--- src/rtl/bccpu_pkg.sv ---
// package of the byte-coded cpu execute unit: opcodes, states and shared types
package bccpu_pkg;

  // instruction opcodes
  localparam logic [7:0] OP_HALT  = 8'h00;
  localparam logic [7:0] OP_ADD   = 8'h01;
  localparam logic [7:0] OP_SUB   = 8'h02;
  localparam logic [7:0] OP_MUL   = 8'h03;
  localparam logic [7:0] OP_DIV   = 8'h04;
  localparam logic [7:0] OP_LOAD  = 8'h05;
  localparam logic [7:0] OP_STORE = 8'h06;
  localparam logic [7:0] OP_MOV   = 8'h07;
  localparam logic [7:0] OP_ADDI  = 8'h09;
  localparam logic [7:0] OP_SUBI  = 8'h0A;
  localparam logic [7:0] OP_MULI  = 8'h0B;
  localparam logic [7:0] OP_DIVI  = 8'h0C;
  localparam logic [7:0] OP_MOVI  = 8'h0F;
  localparam logic [7:0] OP_BEQ   = 8'h10;
  localparam logic [7:0] OP_BNE   = 8'h11;
  localparam logic [7:0] OP_BGE   = 8'h12;
  localparam logic [7:0] OP_BLT   = 8'h13;
  localparam logic [7:0] OP_BGT   = 8'h14;
  localparam logic [7:0] OP_BLE   = 8'h15;
  localparam logic [7:0] OP_BAL   = 8'h1E;

  localparam int unsigned WORD_W = 32;
  localparam int unsigned DIV_STEPS = 32;

  typedef enum logic [1:0] {
    ALU_ADD,
    ALU_SUB,
    ALU_MUL,
    ALU_DIV
  } alu_op_t;

  typedef struct packed {
    logic n;
    logic z;
    logic c;
    logic v;
  } flags_t;

  typedef struct packed {
    logic    start;
    alu_op_t op;
  } alu_req_t;

  typedef struct packed {
    logic        done;
    logic [31:0] result;
    flags_t      flags;
  } alu_rsp_t;

  typedef enum logic [3:0] {
    ST_CLEAR,
    ST_IDLE,
    ST_RDA,
    ST_RDB,
    ST_LATB,
    ST_EXEC,
    ST_ALU,
    ST_LOAD,
    ST_STORE,
    ST_WB,
    ST_OUT
  } state_t;

endpackage

--- src/rtl/bccpu_alu.sv ---
// shared arithmetic unit: add, subtract and multiply with a registered result, divide one bit a cycle
module bccpu_alu (
  input  logic                clk,
  input  logic                rst,
  input  bccpu_pkg::alu_req_t req,
  input  logic [31:0]         a,
  input  logic [31:0]         b,
  output bccpu_pkg::alu_rsp_t rsp
);

  logic        busy;
  logic [5:0]  cnt;
  logic [31:0] quo;
  logic [31:0] rem;
  logic [31:0] dvs;
  logic        done;
  logic [31:0] result;
  bccpu_pkg::flags_t flags;

  logic [32:0] sum;
  logic [32:0] dif;
  logic [32:0] rem_sh;
  logic [32:0] rem_try;

  // combinational sum and difference
  assign sum = {1'b0, a} + {1'b0, b};
  assign dif = {1'b0, a} - {1'b0, b};

  // one restoring divide step
  assign rem_sh  = {rem, quo[31]};
  assign rem_try = rem_sh - {1'b0, dvs};

  // control
  always_ff @(posedge clk) begin
    if (rst) begin
      busy <= 1'b0;
      done <= 1'b0;
      cnt  <= '0;
    end else begin
      if (req.start) begin
        busy <= (req.op == bccpu_pkg::ALU_DIV);
        done <= (req.op != bccpu_pkg::ALU_DIV);
        cnt  <= '0;
      end else if (busy) begin
        cnt  <= cnt + 6'd1;
        busy <= (cnt != 6'(bccpu_pkg::DIV_STEPS - 1));
        done <= (cnt == 6'(bccpu_pkg::DIV_STEPS - 1));
      end else begin
        done <= 1'b0;
      end
    end
  end

  // datapath
  always_ff @(posedge clk) begin
    if (req.start) begin
      unique case (req.op)
        bccpu_pkg::ALU_ADD: begin
          result  <= sum[31:0];
          flags.n <= sum[31];
          flags.z <= (sum[31:0] == '0);
          flags.c <= sum[32];
          flags.v <= (~(a[31] ^ b[31])) & (a[31] ^ sum[31]);
        end
        bccpu_pkg::ALU_SUB: begin
          result  <= dif[31:0];
          flags.n <= dif[31];
          flags.z <= (dif[31:0] == '0);
          flags.c <= (a >= b);
          flags.v <= (a[31] ^ b[31]) & (a[31] ^ dif[31]);
        end
        bccpu_pkg::ALU_MUL: begin
          result <= a * b;
        end
        bccpu_pkg::ALU_DIV: begin
          quo <= a;
          rem <= '0;
          dvs <= b;
        end
        default: begin
          result <= '0;
        end
      endcase
    end else if (busy) begin
      if (!rem_try[32]) begin
        rem <= rem_try[31:0];
        quo <= {quo[30:0], 1'b1};
        if (cnt == 6'(bccpu_pkg::DIV_STEPS - 1)) result <= {quo[30:0], 1'b1};
      end else begin
        rem <= rem_sh[31:0];
        quo <= {quo[30:0], 1'b0};
        if (cnt == 6'(bccpu_pkg::DIV_STEPS - 1)) result <= {quo[30:0], 1'b0};
      end
    end
  end

  assign rsp.done   = done;
  assign rsp.result = result;
  assign rsp.flags  = flags;

endmodule

--- config.mk ---
export PLATFORM = sky130hd
export DESIGN_NAME = bccpu_alu
export DESIGN_NICKNAME = d
export VERILOG_FILES = /design/src/rtl/bccpu_pkg.sv /design/src/rtl/bccpu_alu.sv
export SDC_FILE = /design/constraint.sdc
export NUM_CORES = 2
export LEC_CHECK = 0
export ABC_CLOCK_PERIOD_IN_PS = 18950
export BUFFER_PORTS_ARGS = -buffer_cell sky130_fd_sc_hd__buf_2
export CORE_MARGIN = 2
export CORE_UTILIZATION = 70
export DETAILED_ROUTE_END_ITERATION = 16
export HOLD_SLACK_MARGIN = 0.02
export PLACE_DENSITY = 0.89
export REMOVE_ABC_BUFFERS = 1
export SLEW_MARGIN = 0
export SYNTH_ARGS = -nofsm -noshare
export SYNTH_HDL_FRONTEND = slang
export SYNTH_SLANG_ARGS = --single-unit
--- constraint.sdc ---
create_clock -name clk -period 18.95 [get_ports clk]
set_input_delay 1.895 -clock clk [delete_from_list [all_inputs] [get_ports clk]]
set_output_delay 1.895 -clock clk [all_outputs]
set_load 0.01 [all_outputs]
* Word-level counts from Yosys, hierarchy flattened *
Cells that the tools add are included.

word-level totals
  bits in registers = 140
  input port bits = 69
  output and inout port bits = 37
  word-level logic and storage cells = 61

operators by class
  mux-type cells = 19
  bitwise gates (word level) = 6
  $mul = 1
  reductions and logical operators = 11
  eq/ne operators = 8
  $lt $le $gt $ge = 1
  add/sub/neg operators = 4

operator list
  operator               count
  $mux W32               12
  $pmux W32 S3           1
  $logic_not A32 Y1      2
  $add A32 B32 Y33       1
  $sub A33 B32 Y33       1
  $ge A32 B32 Y1         1
  $mul A32 B32 Y32       1
  $sub A32 B32 Y32       1
  $pmux W4 S2            1
  $add A6 B1 Y6 const B  1
  $eq A6 B5 Y1 const B   1
  $ne A6 B5 Y1 const B   1
  $reduce_and A2 Y1      3
  $reduce_bool A2 Y1     3
  $mux W1                5
  $eq A2 B2 Y1 const B   2
  $ne A4 B1 Y1 const B   1
  $reduce_and A3 Y1      1
  $xor A1 B1 Y1          3
  $and A1 B1 Y1          2
  $eq A2 B1 Y1 const B   1
  $logic_not A2 Y1       1
  $ne A2 B1 Y1 const B   1
  $ne A2 B2 Y1 const B   1
  other kinds (2)        2

* Longest topological paths before layout *
  depth after elaboration = 5
  mapped depth = 28
  gate-level depth less buffers = 26

* Least setup slack after synthesis *
Ideal clock, no wire load.

  kind = input to register
  start = in b[4]
  end = reg result[29] (data pin)
  slack = 10.299 ns
  stages = 26
  library setup time = 0.277 ns
  data required time = 18.673 ns
  data arrival time = 8.374 ns
  buffers on the path = 2
  cell sequence = clkbuf_1 > clkbuf_1 > and2_1 > fa_1 > inv_1 > fa_1 > fa_1 > fa_1 > inv_1 > fa_1 > inv_1 > fa_1 > inv_1 > fa_1 > fa_1 > ha_1 > a21o_1 > a21o_1 > a21oi_1 > nand3b_1 > o211ai_1 > a21boi_0 > o41ai_1 > xnor2_1 > a221oi_1 > a311oi_1

between the ends
  word-level cells in the longest chain between the ends = 3
  elaborated cells between the ends (all ways) = 5
  those cells by class = add/sub (2); mul (1); mux (2)

RTL lines
  element                                   line             source
  start, declared                           bccpu_alu.sv:7   input logic [31:0] b,
  $mul A32 B32 Y32 (tied with other cells)  bccpu_alu.sv:73  result <= a * b;
  $pmux W32 S3 *                            bccpu_alu.sv:57  unique case (req.op)
  $mux W32 *                                bccpu_alu.sv:56  if (req.start) begin
  end signal, assigned                      bccpu_alu.sv:59  result <= sum[31:0];
  end signal, assigned                      bccpu_alu.sv:66  result <= dif[31:0];
  end signal, assigned                      bccpu_alu.sv:73
  end, declared                             bccpu_alu.sv:17  logic [31:0] result;

Mark *: on every way between the ends. The rest lies on a longest branch, timed or not.
A chain may end at the register's enable or synchronous reset.

* Worst setup path in the final report *
  start = in b[3]
  end = reg result[29] (data pin)

Same word-level chain as after synthesis.

==> metrics.yaml <==
max_stage_delay_ns: 0.59
grt_setup_unrepaired: "false"
avgRoutedWirePerCell_um: 23.58
area_growth_pct: 4.689
vias: 22630
clk_pin_slew_ns: 0.06
grt.total_usage: 0.4208
start_util: 0.7073
routed_via_density: 6.442
whs_ns: 0.4966
avgSynthCellArea_um2: 9.121
port_buffers: 105
crit_type: "in2reg"
grt_pass1_wl_um: 130800
clock_latency_ns: 0.45
ant_nets: 0
dieWidth_um: 201.4
finClkSkew_ns: 0.01505
synthDistinctLibCells: 103
post-cts-setup-buffer-count: 0
end_kind: "register"
layout-drive-gt1-share: 0.07214
seq_area_frac_synth: 0.1512
required_ns: 19.10
synth_top_flop_cell: "edfxtp_1"
ys_ff_latch: 140
min_period_over_period: 0.4879
setup_viol: 0
grt_start_max_net_pins: 71
async_flop_share: 0
core_um2: 38560
ys_warn_count: 0
clockBufferDepth: 2
critPathSlowestCell: "buf_2"
htreeDepth: 4
setup_tns_ns: 0
relSlewSlack: 0.3313
drt_drc_violations_left: 0
netlist_instances: 2990
synth.area.top_cells: "fa_1 30%, edfxtp_1 15%, ha_1 10%"
hold_violations: 0
fp.dieH_um: 201.4
critical_path.max_fanout: 30
hold_path_class: "reg2reg"
yosysTopAreaCellShare: 0.3017
syn_area_um2: 27270
worst_setup_path_start_kind: "input port"
drv_cap: 0
drt_iter0_markers: 2608
rows: 72
final_util: 0.7405
gp_congestion: 1.012
cts.sinks: 140
crit_arrival_ns: 9.40
yosys.area.top_type: "fa_1"
grt_pass1_vias: 23810
maxSlewViolCount: 0
status: "completed"
cts_tree: "yes"
hpwl_um: 63910
multi_input_area_um2: 20710
drt-pass1-iter-count: 6
dieArea_um2: 40560
root_buffer: "clkbuf_16"
ctsResizeCount: 0
antenna_found_initial: 2
final_nets: 3685
cpMostUsedCell: "fa_1"
clock.fmax_mhz: 108.2
pin_count: 106
postCtsHoldBufs: 0
max_slew.worst_pin.slew_ns: 0.9993
ff_latch_area_um2: 4124
synth_edf_count: 132
final.min_clock_period_ns: 9.246
cts_buffers: 17
overflow: 0
fillers: 2864
routed_wirelength_um: 82830
[state kept, by name, indices dropped and copies added, names as in the netlist]
register and count:
dvs 32, quo 32, rem 32, result 32, cnt 6, rsp 4, busy 1, done 1
[final timing paths]
| path | start | to | slack [ns] | cells past startpoint |
|---|---|---|---|---|
| max reg2reg | quo[31]$_DFFE_PP_ | rem[29]$_SDFFCE_PP0P_ | 14.15 | 15 |
| min | cnt[5]$_SDFFE_PP0P_ | cnt[5]$_SDFFE_PP0P_ | 0.50 | 2 |
| max | b[3] | result[29]$_DFFE_PP_ | 9.70 | 25 |
| min reg2reg | cnt[5]$_SDFFE_PP0P_ | cnt[5]$_SDFFE_PP0P_ | 0.50 | 2 |
[Yosys cell counts (20+ instances only)]
cell type and number:
nor2b_1 26, o21a_1 24, o21ai_0 76, a21o_1 46, mux2i_1 34, nand2_1 318
nor3_1 33, nand3_1 24, xor2_1 35, ha_1 224, a21oi_1 110, inv_1 492
nand4_1 20, nor2_1 159, fa_1 411, edfxtp_1 132, xnor2_1 125, clkbuf_1 117
and2_1 257
[cells by family (layout without fill, tap and decap cells)]
logic type               Yosys count  count (layout)  share of synthesized area
multiplexers                      53              53                    0.02032
XOR/XNOR                         163             163                    0.05317
buffers and inverters            643             647                    0.09033
other                              0               1                          0
flip-flops                       140             140                     0.1512
AND/OR/NAND/NOR                  920             920                     0.1676
AO/OA/AOI/OAI                    436             436                     0.1129
adder cells (fa/ha/maj)          635             635                     0.4045
[critical path, delay by kind of cell]
kind                     cells  cell delay [ns]
AND/OR/NAND/NOR              2             0.41
XOR/XNOR                     1             0.18
buffers and inverters        5             0.84
AO/OA/AOI/OAI                8             1.82
adder cells (fa/ha/maj)      9             4.23
[placed cells by master (no fill, tap or decap), types with 11 or more instances in the layout]
cell         n
o21ai_0     75
nand4_1     20
mux2i_1     34
nand2_1    318
o21bai_1    12
and3_1      11
a31oi_1     11
buf_4       12
a21o_1      46
fa_1       411
clkbuf_16   17
buf_2      104
mux2_2      19
a221oi_1    13
nor3_1      33
edfxtp_1   132
nor2_1     159
a211oi_1    15
o211ai_1    14
and2_1     257
nor4_1      11
xnor2_1    125
ha_1       224
a21oi_1    110
nor2b_1     26
inv_1      492
xor2_1      35
nand3_1     24
o21a_1      24
nand2b_1    17
[through the flow]
step | area, um^2 | setup WS, ns | cells
2_1_floorplan | 26680 | 10.64 | 2846
3_3_place_gp | 27960 | 9.628 | 3480
3_5_place_dp | 27960 | 9.431 | 3480
4_1_cts | 28550 | 9.874 | 3512
5_1_grt | 28550 | 9.541 | 3512
6_report | 28550 | 9.704 | 3513
[layer usage]
layer  up-vias  share of wire  track usage
met2      1709           0.45       0.6466
met5         -              0            0
met4         0          0.043       0.1773
met3       298           0.14       0.1142
met1     11030           0.37       0.5680
li1       9597              -            -
[area by class of cell]
cell class / count / share of cell area
Sequential cell: 140 / 0.1444
Clock inverter: 15 / 0.005609
Tap cell: 518 / 0.02270
Timing Repair Buffer: 116 / 0.02139
Inverter: 499 / 0.06560
Antenna cell: 1 / 0.00008765
Multi-Input combinational cell: 2207 / 0.7253
Clock buffer: 17 / 0.01490
Power is not shown: default switching activity piles up to over one toggle a cycle in this logic, so the estimate is an artifact.
